===== src/rtl/core/nbd_pkg.sv =====
// ----------------------------------------------------------------------------
// nbd_pkg
// Shared types, codes and the popcount helper for the binary descriptor
// nearest-neighbour search.
// ----------------------------------------------------------------------------
`default_nettype none

package nbd_pkg;

  localparam int unsigned DESC_WORDS = 4;
  localparam int unsigned WORD_W     = 64;
  localparam int unsigned ID_W       = 10;
  localparam int unsigned DIST_W     = 9;
  localparam int unsigned PCNT_W     = 7;
  localparam int unsigned ID_LIMIT   = 1024;

  localparam logic [DIST_W-1:0] NO_MATCH_DIST = 9'd257;

  // func codes on the input channel
  localparam logic [1:0] FUNC_LOAD   = 2'd0;
  localparam logic [1:0] FUNC_CAND   = 2'd1;
  localparam logic [1:0] FUNC_FINISH = 2'd2;

  typedef enum logic [1:0] {
    OP_LOAD   = 2'd0,
    OP_CAND   = 2'd1,
    OP_FINISH = 2'd2
  } op_t;

  typedef struct packed {
    logic [1:0]        func;
    logic [WORD_W-1:0] desc_word_0;
    logic [WORD_W-1:0] desc_word_1;
    logic [WORD_W-1:0] desc_word_2;
    logic [WORD_W-1:0] desc_word_3;
    logic              desc_valid;
    logic [ID_W-1:0]   cand_id;
  } req_t;

  typedef struct packed {
    logic              found;
    logic [ID_W-1:0]   best_index;
    logic [DIST_W-1:0] best_distance;
  } res_t;

  // one queued operation for the back end
  typedef struct packed {
    op_t                              op;
    logic [DESC_WORDS-1:0][PCNT_W-1:0] pcnt;
    logic [ID_W-1:0]                  id;
  } entry_t;

  typedef struct packed {
    logic   push;
    entry_t entry;
  } push_t;

  // adder tree, six levels of independent narrow adds
  function automatic logic [PCNT_W-1:0] popcount64(input logic [WORD_W-1:0] v);
    logic [31:0][1:0] l1;
    logic [15:0][2:0] l2;
    logic [7:0][3:0]  l3;
    logic [3:0][4:0]  l4;
    logic [1:0][5:0]  l5;
    for (int i = 0; i < 32; i++) begin
      l1[i] = {1'b0, v[2*i]} + {1'b0, v[2*i+1]};
    end
    for (int i = 0; i < 16; i++) begin
      l2[i] = {1'b0, l1[2*i]} + {1'b0, l1[2*i+1]};
    end
    for (int i = 0; i < 8; i++) begin
      l3[i] = {1'b0, l2[2*i]} + {1'b0, l2[2*i+1]};
    end
    for (int i = 0; i < 4; i++) begin
      l4[i] = {1'b0, l3[2*i]} + {1'b0, l3[2*i+1]};
    end
    for (int i = 0; i < 2; i++) begin
      l5[i] = {1'b0, l4[2*i]} + {1'b0, l4[2*i+1]};
    end
    return {1'b0, l5[0]} + {1'b0, l5[1]};
  endfunction

endpackage

`default_nettype wire


===== src/rtl/core/nearest_binary_descriptor_core.sv =====
// ----------------------------------------------------------------------------
// nearest_binary_descriptor_core
// Throughput: one transaction per cycle while the queue has room; the front
//   popcount is combinational and the back end pops the head unless a
//   finish is held, so the queue only fills while the result is stalled.
// Result path: an accepted finish is queued, then loads the result register.
// Reset: synchronous, active low; clears the query flag, the running best
//   (distance 257, no match), the queue and the result valid.
// ----------------------------------------------------------------------------
`default_nettype none

module nearest_binary_descriptor_core #(
  parameter int unsigned QUEUE_DEPTH = 2
) (
  input  wire logic           clk,
  input  wire logic           rst_n,
  input  wire logic           in_valid,
  output logic                in_ready,
  input  wire nbd_pkg::req_t  in_data,
  output logic                out_valid,
  input  wire logic           out_ready,
  output nbd_pkg::res_t       out_data
);

  nbd_pkg::push_t  q_push;
  logic            q_full;
  logic            pop;
  logic            head_valid;
  nbd_pkg::entry_t head;

  nbd_front u_front (
    .clk      (clk),
    .rst_n    (rst_n),
    .in_valid (in_valid),
    .in_ready (in_ready),
    .in_data  (in_data),
    .q_full   (q_full),
    .q_push   (q_push)
  );

  nbd_queue #(
    .DEPTH (QUEUE_DEPTH)
  ) u_queue (
    .clk        (clk),
    .rst_n      (rst_n),
    .q_push     (q_push),
    .q_full     (q_full),
    .pop        (pop),
    .head_valid (head_valid),
    .head       (head)
  );

  nbd_back u_back (
    .clk        (clk),
    .rst_n      (rst_n),
    .head_valid (head_valid),
    .head       (head),
    .pop        (pop),
    .out_valid  (out_valid),
    .out_ready  (out_ready),
    .out_data   (out_data)
  );

endmodule

`default_nettype wire


===== src/rtl/core/nbd_front.sv =====
// ----------------------------------------------------------------------------
// nbd_front
// Accepts input transactions, holds the query, classifies each item and
// forms the per-word distance counts for the back end.
// ----------------------------------------------------------------------------
`default_nettype none

module nbd_front (
  input  wire logic           clk,
  input  wire logic           rst_n,
  input  wire logic           in_valid,
  output logic                in_ready,
  input  wire nbd_pkg::req_t  in_data,
  input  wire logic           q_full,
  output nbd_pkg::push_t      q_push
);

  logic [nbd_pkg::DESC_WORDS-1:0][nbd_pkg::WORD_W-1:0] query_r;
  logic [nbd_pkg::DESC_WORDS-1:0][nbd_pkg::WORD_W-1:0] query_nxt;
  logic                                                query_ok_r;
  logic                                                query_ok_nxt;
  logic [nbd_pkg::DESC_WORDS-1:0][nbd_pkg::WORD_W-1:0] cand_w;
  logic                                                accept;

  assign in_ready = !q_full;
  assign accept   = in_valid && in_ready;
  assign cand_w   = {in_data.desc_word_3, in_data.desc_word_2,
                     in_data.desc_word_1, in_data.desc_word_0};

  always_comb begin
    query_nxt    = query_r;
    query_ok_nxt = query_ok_r;
    if (accept && in_data.func == nbd_pkg::FUNC_LOAD) begin
      query_nxt    = cand_w;
      query_ok_nxt = in_data.desc_valid;
    end
  end

  always_comb begin
    for (int k = 0; k < nbd_pkg::DESC_WORDS; k++) begin
      q_push.entry.pcnt[k] = nbd_pkg::popcount64(query_r[k] ^ cand_w[k]);
    end
    q_push.entry.id = nbd_pkg::ID_W'(32'(in_data.cand_id) % nbd_pkg::ID_LIMIT);
    case (in_data.func)
      nbd_pkg::FUNC_LOAD: begin
        q_push.push     = accept;
        q_push.entry.op = nbd_pkg::OP_LOAD;
      end
      nbd_pkg::FUNC_CAND: begin
        // dropped here when either side is invalid
        q_push.push     = accept && in_data.desc_valid && query_ok_r;
        q_push.entry.op = nbd_pkg::OP_CAND;
      end
      nbd_pkg::FUNC_FINISH: begin
        q_push.push     = accept;
        q_push.entry.op = nbd_pkg::OP_FINISH;
      end
      default: begin
        q_push.push     = 1'b0;
        q_push.entry.op = nbd_pkg::OP_LOAD;
      end
    endcase
  end

  always_ff @(posedge clk) begin
    query_r <= query_nxt;
    if (!rst_n) begin
      query_ok_r <= 1'b0;
    end else begin
      query_ok_r <= query_ok_nxt;
    end
  end

endmodule

`default_nettype wire


===== src/rtl/core/nbd_queue.sv =====
// ----------------------------------------------------------------------------
// nbd_queue
// Short FIFO of classified operations between the front and back ends.
// ----------------------------------------------------------------------------
`default_nettype none

module nbd_queue #(
  parameter int unsigned DEPTH = 2
) (
  input  wire logic            clk,
  input  wire logic            rst_n,
  input  wire nbd_pkg::push_t  q_push,
  output logic                 q_full,
  input  wire logic            pop,
  output logic                 head_valid,
  output nbd_pkg::entry_t      head
);

  localparam int unsigned PTR_W = $clog2(DEPTH);
  localparam int unsigned CNT_W = $clog2(DEPTH + 1);
  localparam logic [PTR_W-1:0] LAST_PTR = PTR_W'(DEPTH - 1);

  nbd_pkg::entry_t  mem_r [DEPTH];
  logic [PTR_W-1:0] wr_ptr_r;
  logic [PTR_W-1:0] wr_ptr_nxt;
  logic [PTR_W-1:0] rd_ptr_r;
  logic [PTR_W-1:0] rd_ptr_nxt;
  logic [CNT_W-1:0] count_r;
  logic [CNT_W-1:0] count_nxt;
  logic             do_push;
  logic             do_pop;

  assign q_full     = count_r == CNT_W'(DEPTH);
  assign head_valid = count_r != '0;
  assign head       = mem_r[rd_ptr_r];
  assign do_push    = q_push.push && !q_full;
  assign do_pop     = pop && head_valid;

  always_comb begin
    wr_ptr_nxt = wr_ptr_r;
    rd_ptr_nxt = rd_ptr_r;
    count_nxt  = count_r;
    if (do_push) begin
      wr_ptr_nxt = (wr_ptr_r == LAST_PTR) ? '0 : wr_ptr_r + 1'b1;
    end
    if (do_pop) begin
      rd_ptr_nxt = (rd_ptr_r == LAST_PTR) ? '0 : rd_ptr_r + 1'b1;
    end
    if (do_push && !do_pop) begin
      count_nxt = count_r + 1'b1;
    end else if (do_pop && !do_push) begin
      count_nxt = count_r - 1'b1;
    end
  end

  always_ff @(posedge clk) begin
    if (do_push) begin
      mem_r[wr_ptr_r] <= q_push.entry;
    end
  end

  always_ff @(posedge clk) begin
    if (!rst_n) begin
      wr_ptr_r <= '0;
      rd_ptr_r <= '0;
      count_r  <= '0;
    end else begin
      wr_ptr_r <= wr_ptr_nxt;
      rd_ptr_r <= rd_ptr_nxt;
      count_r  <= count_nxt;
    end
  end

endmodule

`default_nettype wire


===== src/rtl/core/nbd_back.sv =====
// ----------------------------------------------------------------------------
// nbd_back
// Sums the word counts, keeps the running best (cleared on load) and drives
// the result register on finish.
// ----------------------------------------------------------------------------
`default_nettype none

module nbd_back (
  input  wire logic             clk,
  input  wire logic             rst_n,
  input  wire logic             head_valid,
  input  wire nbd_pkg::entry_t  head,
  output logic                  pop,
  output logic                  out_valid,
  input  wire logic             out_ready,
  output nbd_pkg::res_t         out_data
);

  logic [nbd_pkg::DIST_W-1:0] best_dist_r;
  logic [nbd_pkg::DIST_W-1:0] best_dist_nxt;
  logic [nbd_pkg::ID_W-1:0]   best_id_r;
  logic [nbd_pkg::ID_W-1:0]   best_id_nxt;
  logic                       have_match_r;
  logic                       have_match_nxt;
  logic                       out_valid_r;
  logic                       out_valid_nxt;
  nbd_pkg::res_t              out_data_r;
  nbd_pkg::res_t              out_data_nxt;
  logic [nbd_pkg::DIST_W-1:0] cand_dist;

  assign cand_dist = nbd_pkg::DIST_W'(head.pcnt[0]) + nbd_pkg::DIST_W'(head.pcnt[1])
                   + nbd_pkg::DIST_W'(head.pcnt[2]) + nbd_pkg::DIST_W'(head.pcnt[3]);

  // a finish waits only while the result register is still held
  assign pop = head_valid && (head.op != nbd_pkg::OP_FINISH || !out_valid_r || out_ready);

  assign out_valid = out_valid_r;
  assign out_data  = out_data_r;

  always_comb begin
    best_dist_nxt  = best_dist_r;
    best_id_nxt    = best_id_r;
    have_match_nxt = have_match_r;
    out_valid_nxt  = out_valid_r && !out_ready;
    out_data_nxt   = out_data_r;
    if (pop) begin
      case (head.op)
        nbd_pkg::OP_LOAD: begin
          best_dist_nxt  = nbd_pkg::NO_MATCH_DIST;
          best_id_nxt    = '0;
          have_match_nxt = 1'b0;
        end
        nbd_pkg::OP_CAND: begin
          // strict compare: ties keep the earlier candidate
          if (cand_dist < best_dist_r) begin
            best_dist_nxt  = cand_dist;
            best_id_nxt    = head.id;
            have_match_nxt = 1'b1;
          end
        end
        nbd_pkg::OP_FINISH: begin
          out_valid_nxt              = 1'b1;
          out_data_nxt.found         = have_match_r;
          out_data_nxt.best_index    = have_match_r ? best_id_r : '0;
          out_data_nxt.best_distance = best_dist_r;
        end
        default: begin
          out_valid_nxt = out_valid_r && !out_ready;
        end
      endcase
    end
  end

  always_ff @(posedge clk) begin
    out_data_r <= out_data_nxt;
    if (!rst_n) begin
      best_dist_r  <= nbd_pkg::NO_MATCH_DIST;
      best_id_r    <= '0;
      have_match_r <= 1'b0;
      out_valid_r  <= 1'b0;
    end else begin
      best_dist_r  <= best_dist_nxt;
      best_id_r    <= best_id_nxt;
      have_match_r <= have_match_nxt;
      out_valid_r  <= out_valid_nxt;
    end
  end

endmodule

`default_nettype wire


===== config.mk =====
export PLATFORM = sky130hd
export DESIGN_NAME = nearest_binary_descriptor_core
export DESIGN_NICKNAME = d
export VERILOG_FILES = /design/src/rtl/core/nbd_pkg.sv /design/src/rtl/core/nearest_binary_descriptor_core.sv /design/src/rtl/core/nbd_front.sv /design/src/rtl/core/nbd_queue.sv /design/src/rtl/core/nbd_back.sv
export SDC_FILE = /design/constraint.sdc
export NUM_CORES = 1
export LEC_CHECK = 0
export BUFFER_PORTS_ARGS = -buffer_cell sky130_fd_sc_hd__buf_2
export CAP_MARGIN = 30
export CORE_UTILIZATION = 35
export CTS_CLUSTER_DIAMETER = 150
export CTS_CLUSTER_SIZE = 16
export DETAILED_ROUTE_END_ITERATION = 10
export GPL_TIMING_DRIVEN = 0
export SLEW_MARGIN = 20
export SYNTH_ARGS = -nofsm -noshare
export SYNTH_HDL_FRONTEND = slang
export SYNTH_SLANG_ARGS = --single-unit

===== constraint.sdc =====
create_clock -name clk -period 70.6 [get_ports clk]
set_clock_uncertainty 0.1 [all_clocks]
set_input_delay 14.12 -clock clk [delete_from_list [all_inputs] [get_ports clk]]
set_output_delay 14.12 -clock clk [all_outputs]
set_load 0.005 [all_outputs]

Word-level counts from Yosys, hierarchy flattened --
Memories as Yosys holds them, arrays and structs flattened. A register that Yosys moved wholly into a read port is not among the register bits. Index checks and enable logic that the tools add are counted.
Storage, ports and cells: flip-flop bits (word level) 302, RAM bits 80, bits of input ports 273, output and inout port bits 22, word-level logic and storage cells 328, memories kept 1
Cells by class: add/subtract/negate cells 259, order comparisons 1, equal/unequal tests 7, multiplexer cells 17, bitwise logic cells 4, reductions and logical operators 24
Memory list:
- u_queue.mem_r | words 2, bits a word 40, read ports 1, clocked after Yosys merged registers in 1, wr ports 1, line nbd_queue.sv:23 | nbd_pkg::entry_t mem_r [DEPTH];
Operator list (count):
- 1-bit by 1-bit adder with 2-bit output | 128
- 64-bit bitwise XOR | 4
- 2-bit by 2-bit adder with 3-bit output | 64
- 3-bit by 3-bit adder with 4-bit output | 32
- 4-bit by 4-bit adder with 5-bit output | 16
- 5-bit by 5-bit adder with 6-bit output | 8
- 6-bit by 6-bit adder with 7-bit output | 4
- 10-bit case mux with 2 select lines | 1
- 9-bit by 7-bit adder with 9-bit output | 2
- 9-bit case mux with 2 select lines | 1
- 1-bit logical AND | 10
- 10-bit 2-to-1 mux | 1
- 9-bit less-than comparator | 1
- 1-bit 2-to-1 mux | 9
- 9-bit 2-to-1 mux | 1
- 3-bit case mux with 3 select lines | 1
- 7-bit by 7-bit adder with 8-bit output | 1
- 2-bit == test, second input constant | 3
- 2-bit nonzero test | 3
- 1-bit zero test | 5
- 2-bit by 1-bit == test with 1-bit output, second input constant | 2
- 2-bit zero test | 2
- 2-bit 2-to-1 mux | 2
- 3-bit AND reduction | 1
- other kinds (8) | 10

Longest topological paths before layout --
Gate-level depths: netlist of run 1.
depth in word-level cells 11, mapped depth 25, gate-level depth less buffers 21

Hierarchy --
From an unflattened synthesis of run 1, not the netlist that was laid out.
Unflattened totals: cells, all modules 1457, area, all modules 21929.8 µm²
By module, submodules not included:
- nbd_front | times used 1, cells an instance 1057, area an instance 16324.4 µm², seq. area each 7707.4 µm²
- nbd_queue | times used 1, cells an instance 149, area an instance 3109.2 µm², seq. area each 2502.4 µm²
- nbd_back | times used 1, cells an instance 251, area an instance 2496.1 µm², seq. area each 1021.0 µm²

Worst setup path before layout of run 1 --
OpenSTA, ideal clock, no wires.
kind input to register, from input in_data[268] (netlist name), to register u_front.query_ok_r, setup time 0.115 ns, data arrival time 33.031 ns, required time 70.385 ns, setup slack 37.354 ns, cell stages on the path 3, path buffers 0, cell sequence nor3_1 > mux2i_1 > nor2b_1
Between the ends: word-level cells in the longest chain between the ends 2
Ends and longest elaborated chain:
- from (decl) | line nearest_binary_descriptor_core.sv:19 | input wire nbd_pkg::req_t in_data,
- 2-bit zero test | line nbd_front.sv:33 | if (accept && in_data.func == nbd_pkg::FUNC_LOAD) begin
- 1-bit logical AND | line nbd_front.sv:33
- to (signal assigned) | line nbd_front.sv:70 | query_ok_r <= query_ok_nxt;
- to (decl) | line nbd_front.sv:20 | logic query_ok_r;
No other way between the ends. A chain may end at the register's enable or synchronous reset.

==> metrics.md, run 1 <==
| Metric | Value |
|---|---|
| DR WL met3 | `~1.8 mm` |
| Final Hold Vio Count | `0` |
| Post-Route Setup TNS | `0 ns` |
| Global-route wire length before repair | `65.8 mm` |
| Synthesis-stage register bit count | `approximately 380` |
| Root Driver | `clkbuf_16` |
| Period Utilization, post-route | `between 20% and 30%` |
| Max-slew violations | `0` |
| Nets | `~2300` |
| Slowest CP cell | `fa_1` |
| Die ar. | `between 60000 and 70000 µm²` |
| Port Buf Inserts | `slightly below 300` |
| Final-layout fill cell count | `approximately 5600` |
| Via density | `roughly 4.3` |
| Synthesized area | `about 22000 µm²` |
| First drt pass iteration count | `4` |
| I/O pin count | `between 200 and 300` |
| Min-Delay Path Class | `reg2reg` |
| Via count | `about 11000` |
| Final Setup Violations | `0` |
| Total wire length | `a little over 40 mm` |
| Cell count after synthesis | `1411` |
| Worst skew pair latency | `0.58 ns` |
| Vert. Die Dim | `between 200 and 300 µm` |
| Reg-to-reg setup timing slack | `roughly 64 ns` |
| Post-route minimum period | `roughly 20 ns` |
| RePlAce Congestion | `slightly below 0.8` |
| CP peak stage delay | `0.57 ns` |
| Max-Cap Viols | `0` |
| Synthesized Nets | `1992` |
| CTS tree | `done` |
| Clk slew on worst S/H paths | `0.08 ns` |
| Hold-fix buffers at CTS | `0` |
| Syn_area_per_cell | `approximately 15 µm²` |
| Most used cell, CP | `fa_1` |
| Status | `complete, no violations` |
| Crit path max-delay family | `adder cells` |
| Detail Route Antenna Nets | `0` |
| Post-synth cell types | `43` |
| CP Class | `in2reg` |
| Worst slew pin tran | `approximately 0.8 ns` |
| CP arrival | `about 20 ns` |
| Starting density of the core | `approximately 36%` |
| Post-CTS sizing | `0` |
| Crit path max fanout | `2` |
| Initial drt markers | `between 300 and 400` |
| Layout Cell Area excl Fill | `25100 µm²` |
| Post-synthesis sequential area ratio | `52.1%` |
| Core box area | `slightly above 60000 µm²` |
| WP data required | `roughly 70 ns` |
| DP Area | `around 24000 µm²` |
| DRC | `0` |
| Slew margin rel. | `roughly 45%` |
| F_max | `50.1 MHz` |
| Metal-1 WL | `approximately 17 mm` |
| Largest net degree at the start of global routing | `30` |
| Vias in the first global route | `12454` |
| TritonCTS buffer count | `27` |
| Met2 Routed Length | `20.6 mm` |
| Share of cells above drive strength 1 | `about a fifth` |
| Setup crit start kind | `primary input` |
| Yosys warns | `0` |
| CTS Buffer Depth | `3` |
| Fin util | `41.5%` |
| Gr usage total | `a little over an eighth` |
| Rows | `90` |
| Setup crit end kind | `flip-flop` |
| Total setup buffers inserted after CTS | `0` |
| Die Span X | `250 µm` |
| Sink Count | `383` |
| Global route total overflow | `0` |
| Max Used Layer | `met5` |
| RSZ-0062 raised after global routing | `no` |
| Area delta synth->final | `16.5%` |
| Post-detail-place hpwl | `33.0 mm` |
| H-tree Lvls | `1` |
| Critical-path cell list | `buf_2 > xnor2_1 > fa_1 > inv_1 > fa_1 > inv_1 > fa_1 > fa_1 > fa_1 > inv_1 > fa_1 > inv_1 > fa_1 > fa_1 > inv_1 > ha_1 > fa_1 > a21o_1 > a21oi_1 > inv_1 > a21oi_1 > o21bai_1` |
| Avg WL per Cell | `approximately 16 µm` |
| Initial antenna violation count | `14` |
| Buf/Inv on CP | `7` |
==> path summary, 6_finish.rpt <==
path,from,to,cells after the start
max,in_data[192],u_queue.mem_r[0][23],22
min,u_back.best_dist_r[3],u_back.out_data[3],0
max reg2reg,u_front.query_r[117],u_queue.mem_r[0][23],21
min reg2reg,u_back.best_dist_r[3],u_back.out_data[3],0
==> area by class of cell <==
type / count / area, µm² / share of cell area [%]
sequential: 383 / 11200 / 44.7
multi-input combinational: 797 / 9470 / 37.7
timing repair buffer: 326 / 1790 / 7.12
tap: 782 / 978 / 3.90
inverter: 220 / 826 / 3.29
clock buffer: 49 / 758 / 3.02
buffer: 11 / 53.8 / 0.214
antenna: 4 / 10.0 / 0.0398
clock inverter: 1 / 8.76 / 0.0349
==> state kept, by name, indices dropped and copies added, names as in the netlist, named ones only <==
name / flops
u_back.out_valid: 1
u_front.query_ok_r: 1
u_back.best_dist_r: 9
u_back.out_data: 20
u_queue.rd_ptr_r: 1
u_queue.count_r: 2
u_back.have_match_r: 1
u_front.query_r: 256
u_back.best_id_r: 10
u_queue.mem_r: 80
u_queue.wr_ptr_r: 1
==> routing by layer <==
| layer | GRT usage, % | up-vias |
|---|---|---|
| li1 | - | 5372 |
| met1 | 16.6 | 5492 |
| met2 | 23.6 | 164 |
| met3 | 2.70 | 57 |
| met4 | 3.17 | 18 |
| met5 | 0 | - |
==> synth_stat cells (all sizes together) <==
cell / number / area [µm²]
o2111ai: 1 / 8.76
inv: 220 / 826
o22ai: 11 / 75.1
mux2: 13 / 150
xor2: 165 / 1450
a21o: 9 / 67.6
o311a: 1 / 10.0
dfxtp: 27 / 541
o2bb2ai: 7 / 61.3
a211o: 1 / 8.76
nand2: 22 / 82.6
and2: 14 / 87.6
o21ai: 8 / 40.0
a21oi: 28 / 140
xnor2: 119 / 1040
nor2: 13 / 48.8
nor3: 3 / 15.0
a211oi: 1 / 20.0
o221a: 1 / 11.3
o211ai: 3 / 22.5
o21bai: 8 / 60.1
clkbuf: 6 / 22.5
nand3b: 1 / 7.51
edfxtp: 356 / 10700
nand4: 1 / 6.26
buf: 5 / 31.3
or2: 1 / 6.26
fa: 225 / 4500
or4: 1 / 7.51
a21boi: 2 / 15.0
o41a: 1 / 11.3
ha: 83 / 1040
nand3: 3 / 15.0
nand2b: 5 / 31.3
nor2b: 12 / 75.1
or3: 1 / 6.26
mux2i: 30 / 300
o21a: 2 / 15.0
nor4: 1 / 12.5
==> cells in the final DEF (no fill, tap or decap), types with 12 or more instances in the layout <==
cell / n
a21oi_1: 28
and2_1: 13
buf_2: 297
buf_4: 20
buf_6: 12
clkbuf_1: 28
clkbuf_16: 27
dfxtp_1: 27
edfxtp_1: 356
fa_1: 225
ha_1: 83
inv_1: 220
mux2_2: 12
mux2i_1: 30
nand2_1: 22
nor2_1: 12
xnor2_1: 119
xor2_1: 165
==> cells by family (layout without fill, tap and decap cells) <==
kind of cell             count (synthesis)  count (layout)  share of synthesized area [%]
XOR/XNOR                               284             284                           11.5
buffers and inverters                  231             607                           4.08
adder cells (fa/ha/maj)                308             308                           25.7
AND/OR/NAND/NOR                         78              78                           1.86
flip-flops                             383             383                           52.1
AO/OA/AOI/OAI                           84              84                           2.63
multiplexers                            43              43                           2.09
other                                    0               4                              0
==> stage by stage <==
stage                     setup WS, ns  hold slack (ns)  instances
after floorplan                  37.35            0.326       1411
after global placement           29.15            0.349       2486
after detailed placement         49.99            0.353       2519
after CTS                        50.63            0.358       2569
after global routing             50.39            0.385       2572
final                            50.65            0.363       2573
Power of run 1 is not shown: default switching activity piles up to over one toggle a cycle in this logic, so the estimate is an artifact.
==> run 2, diff against run 1 <==
--- a/config.mk
+++ b/config.mk
@@ -5,6 +5,7 @@
 export SDC_FILE = /design/constraint.sdc
 export NUM_CORES = 1
 export LEC_CHECK = 0
+export ABC_AREA = 1
 export BUFFER_PORTS_ARGS = -buffer_cell sky130_fd_sc_hd__buf_2
 export CAP_MARGIN = 30
 export CORE_UTILIZATION = 35
==> constraint.sdc (replaced) <==
create_clock -name clk -period 20.8 [get_ports clk]
set_clock_uncertainty 0.1 [all_clocks]
set_input_delay 4.16 -clock clk [delete_from_list [all_inputs] [get_ports clk]]
set_output_delay 4.16 -clock clk [all_outputs]
set_load 0.005 [all_outputs]
==> run 2 against run 1 <==
Against the previous run: the run now ends with DRC left; critical path depth is 2 lower; final cell count is 7.6% higher; non-clock buffer count is 6 lower; first-iteration DRC count is 15% higher; worst setup slack worse by 40 ns; utilization hardly changed; routed wire length is 3.6% higher; final area is 1.7% higher; critical endpoint is now u_queue.mem_r[0][16].
==> metrics.md, run 2 <==
| Metric | Value |
|---|---|
| Via density | `4.27 (-1.1%)` |
| Register with the most flip-flops | `u_front.query_r` |
| Vert. Die Dim | `252 µm (+0.53%)` |
| Status | `complete, but fails checks` |
| Syn_area_per_cell | `14.0 µm² (-8.5%)` |
| Worst skew pair latency | `0.59 ns (about the same)` |
| RePlAce Congestion | `0.799 (+2.3%)` |
| Avg WL per Cell | `15.1 µm (-3.7%)` |
| Total wire length | `41.9 mm (+3.6%)` |
| Reg2reg start | `u_front.query_r[63]` |
| Starting density of the core | `35.4% (-0.21 points)` |
| Post-synthesis sequential area ratio | `51.5% (-0.56 points)` |
| Vias in the first global route | `13088 (+5.1%)` |
| Final-layout fill cell count | `5744 (+3.0%)` |
| Root Driver | `clkbuf_16` |
| Synthesis-stage register bit count | `383 (unchanged)` |
| Layout Cell Area excl Fill | `25600 µm² (+1.7%)` |
| Rows | `91 (+1.1%)` |
| CP arrival | `10.19 ns (-9.96 ns)` |
| Setup crit end | `u_queue.mem_r[0][16]` |
| Number of synthesized flops with an enable pin | `356 (unchanged)` |
| Post-Route Setup TNS | `0 ns (unchanged)` |
| Synth async-reset ratio | `0% (unchanged)` |
| Synthesized area | `21800 µm² (+1.1%)` |
| CP peak stage delay | `0.55 ns (-0.02 ns)` |
| Sink Count | `383 (unchanged)` |
| Top cells by count, synth | `edfxtp_1 (356), inv_1 (257), fa_1 (225), xor2_1 (174), nand2_1 (146)` |
| Global route hottest layer | `met2` |
| Slew margin rel. | `52.5% (+7.5 points)` |
| Clk slew on worst S/H paths | `0.07 ns (about the same)` |
| Post-synth cell types | `36 (-16%)` |
| Top post-synthesis cells by area | `edfxtp_1 (49%), fa_1 (21%), xor2_1 (7.0%)` |
| RR Endpoint | `u_queue.mem_r[0][16]` |
| First drt pass iteration count | `7 (+3)` |
| Most common cell after layout, fill and taps aside | `edfxtp_1` |
| CP Class | `in2reg` |
| Synth top area share | `49.1% (-0.53 points)` |
| Max-Cap Viols | `0 (unchanged)` |
| Post-detail-place hpwl | `34.0 mm (+3.1%)` |
| Cell count after synthesis | `1559 (+10%)` |
| Crit path depth | `20 (-9.1%)` |
| CTS Buffer Depth | `3 (unchanged)` |
| Most common cell in the netlist | `edfxtp_1` |
| Worst slew pin tran | `0.712 ns (-0.109 ns)` |
| DRC | `4 (+4)` |
| I/O pin count | `295 (unchanged)` |
| Critical-path cell list | `buf_2 > xor2_1 > fa_1 > fa_1 > inv_1 > fa_1 > fa_1 > fa_1 > inv_1 > fa_1 > inv_1 > fa_1 > inv_1 > fa_1 > ha_1 > inv_1 > fa_1 > o21ai_0 > a21oi_1 > o21bai_1` |
| Global route total overflow | `0 (unchanged)` |
| Period Utilization, post-route | `47.7%` |
| Detail Route Antenna Nets | `0 (unchanged)` |
| Global-route wire length before repair | `68.9 mm (+4.7%)` |
| Post-place setup slack | `10.18 ns (-39.81 ns)` |
| Via count | `11812 (+6.4%)` |
| Max FFs per register | `256 (unchanged)` |
| Nets | `2486 (+5.9%)` |
| RSZ-0062 raised after global routing | `no` |
| Max-slew violations | `0 (unchanged)` |
| Synthesized Nets | `2140 (+7.4%)` |
| DP Area | `24800 µm² (+1.8%)` |
| Met1 Use GR | `17.5% (+0.95 points)` |
| Most used cell, CP | `fa_1` |
| TritonCTS buffer count | `27 (unchanged)` |
| Initial antenna violation count | `13 (-1)` |
| Largest net degree at the start of global routing | `24 (-20%)` |
| Setup crit start kind | `primary input` |
| Worst-case reg-to-reg path depth | `19 (-9.5%)` |
| Initial drt markers | `425 (+15%)` |
| Final worst slack | `10.88 ns (-39.77 ns)` |
| Post-CTS sizing | `0 (unchanged)` |
| Area delta synth->final | `17.3%` |
| CTS tree | `done` |
| Die ar. | `63300 µm² (+1.1%)` |
| Worst hold path depth | `2 (+2)` |
| Most used DFF post-synth | `edfxtp_1` |
| WP data required | `21.07 ns (-49.73 ns)` |
| Buf/Inv on CP | `6 (-1)` |
| Hold-fix buffers at CTS | `0 (unchanged)` |
| F_max | `between 100 and 150 MHz` |
| Crit path max fanout | `2 (unchanged)` |
| Crit path max-delay family | `adder cells` |
| Final Setup Violations | `0 (unchanged)` |
| Most frequent cells in the layout | `edfxtp_1 (356), buf_2 (297), inv_1 (257)` |
| Grt met3 use | `2.52% (-0.18 points)` |
| Port Buf Inserts | `294 (+0.34%)` |
| Post-route minimum period | `about 9.9 ns` |
| Total setup buffers inserted after CTS | `0 (unchanged)` |
| Synth area leader | `edfxtp_1` |
| Yosys warns | `0 (unchanged)` |
| Die Span X | `252 µm (+0.53%)` |
| Core box area | `61600 µm² (+1.7%)` |
| Met2 Use GR | `23.9% (+0.30 points)` |
| Violated checks | `DRC` |
| Reg-to-reg setup timing slack | `14.19 ns (-49.69 ns)` |
| Launch point of the worst path | `in_data[266]` |
| Share of cells above drive strength 1 | `19.2% (-2.1 points)` |
| Min-Delay Path Class | `reg2reg` |
| Gr usage total | `13.7% (+0.37 points)` |
| Setup crit end kind | `flip-flop` |
| H-tree Lvls | `1 (unchanged)` |
| Slowest CP cell | `fa_1` |
| Final Hold Vio Count | `0 (unchanged)` |
-- run 2: how the worst min path moves through the flow --
stage / start / endpoint / slack, ns
global route: u_back.best_id_r[8] / u_back.best_id_r[8] / 0.39
detailed placement: u_back.best_id_r[7] / u_back.best_id_r[7] / 0.35
global placement: u_queue.rd_ptr_r / u_queue.rd_ptr_r / 0.33
CTS: u_back.best_id_r[7] / u_back.best_id_r[7] / 0.37
floorplan: u_queue.rd_ptr_r / flip-flop / 0.33
finish: u_back.best_id_r[7] / u_back.best_id_r[7] / 0.37
-- run 2: final cells by class --
class,count,area [µm²],area share [%]
Multi-Input combinational cell,901,9520,37.2
Buffer,14,86.3,0.338
Clock buffer,49,758,2.97
Timing Repair Buffer,317,1910,7.46
Clock inverter,1,8.76,0.0343
Inverter,261,983,3.85
Antenna cell,6,15.0,0.0588
Tap cell,837,1050,4.10
Sequential cell,383,11200,44.0
-- run 2: routing by layer --
layer,share of wire [%],wire [µm]
met3,4.4,1860
met4,1.9,801
met2,50,21100
met1,43,18100
met5,0.26,107
-- run 2: cell families (layout without fill, tap and decap cells) --
group | Yosys count | after routing | share of synthesized area (%)
compound gates | 88 | 88 | 2.18
simple gates | 213 | 213 | 4.13
xor+xnor | 278 | 278 | 11.2
buf+inv | 275 | 642 | 4.91
fa+ha+maj | 308 | 308 | 25.4
mux | 14 | 14 | 0.643
other cells | 0 | 6 | 0
flops | 383 | 383 | 51.5
-- run 2: stage by stage --
step,cells,utilization [%],hold slack [ns]
5_1_grt,2768,41.5,0.386
4_1_cts,2763,41.5,0.366
2_1_floorplan,1559,-,0.325
3_3_place_gp,2690,39.5,0.334
6_report,2769,41.5,0.366
3_5_place_dp,2713,40.2,0.354
-- run 2: worst reg2reg max path, delay by kind of cell (launching register included) --
kind	cells	cell delay (ns)
xor gates and xnor gates	1	0.17
buffers and inverters	5	0.30
DFF	1	0.38
AOI/OAI and AO/OA	3	0.70
adders and majority gates	10	4.78
Power of run 2 is left out for the same reason.
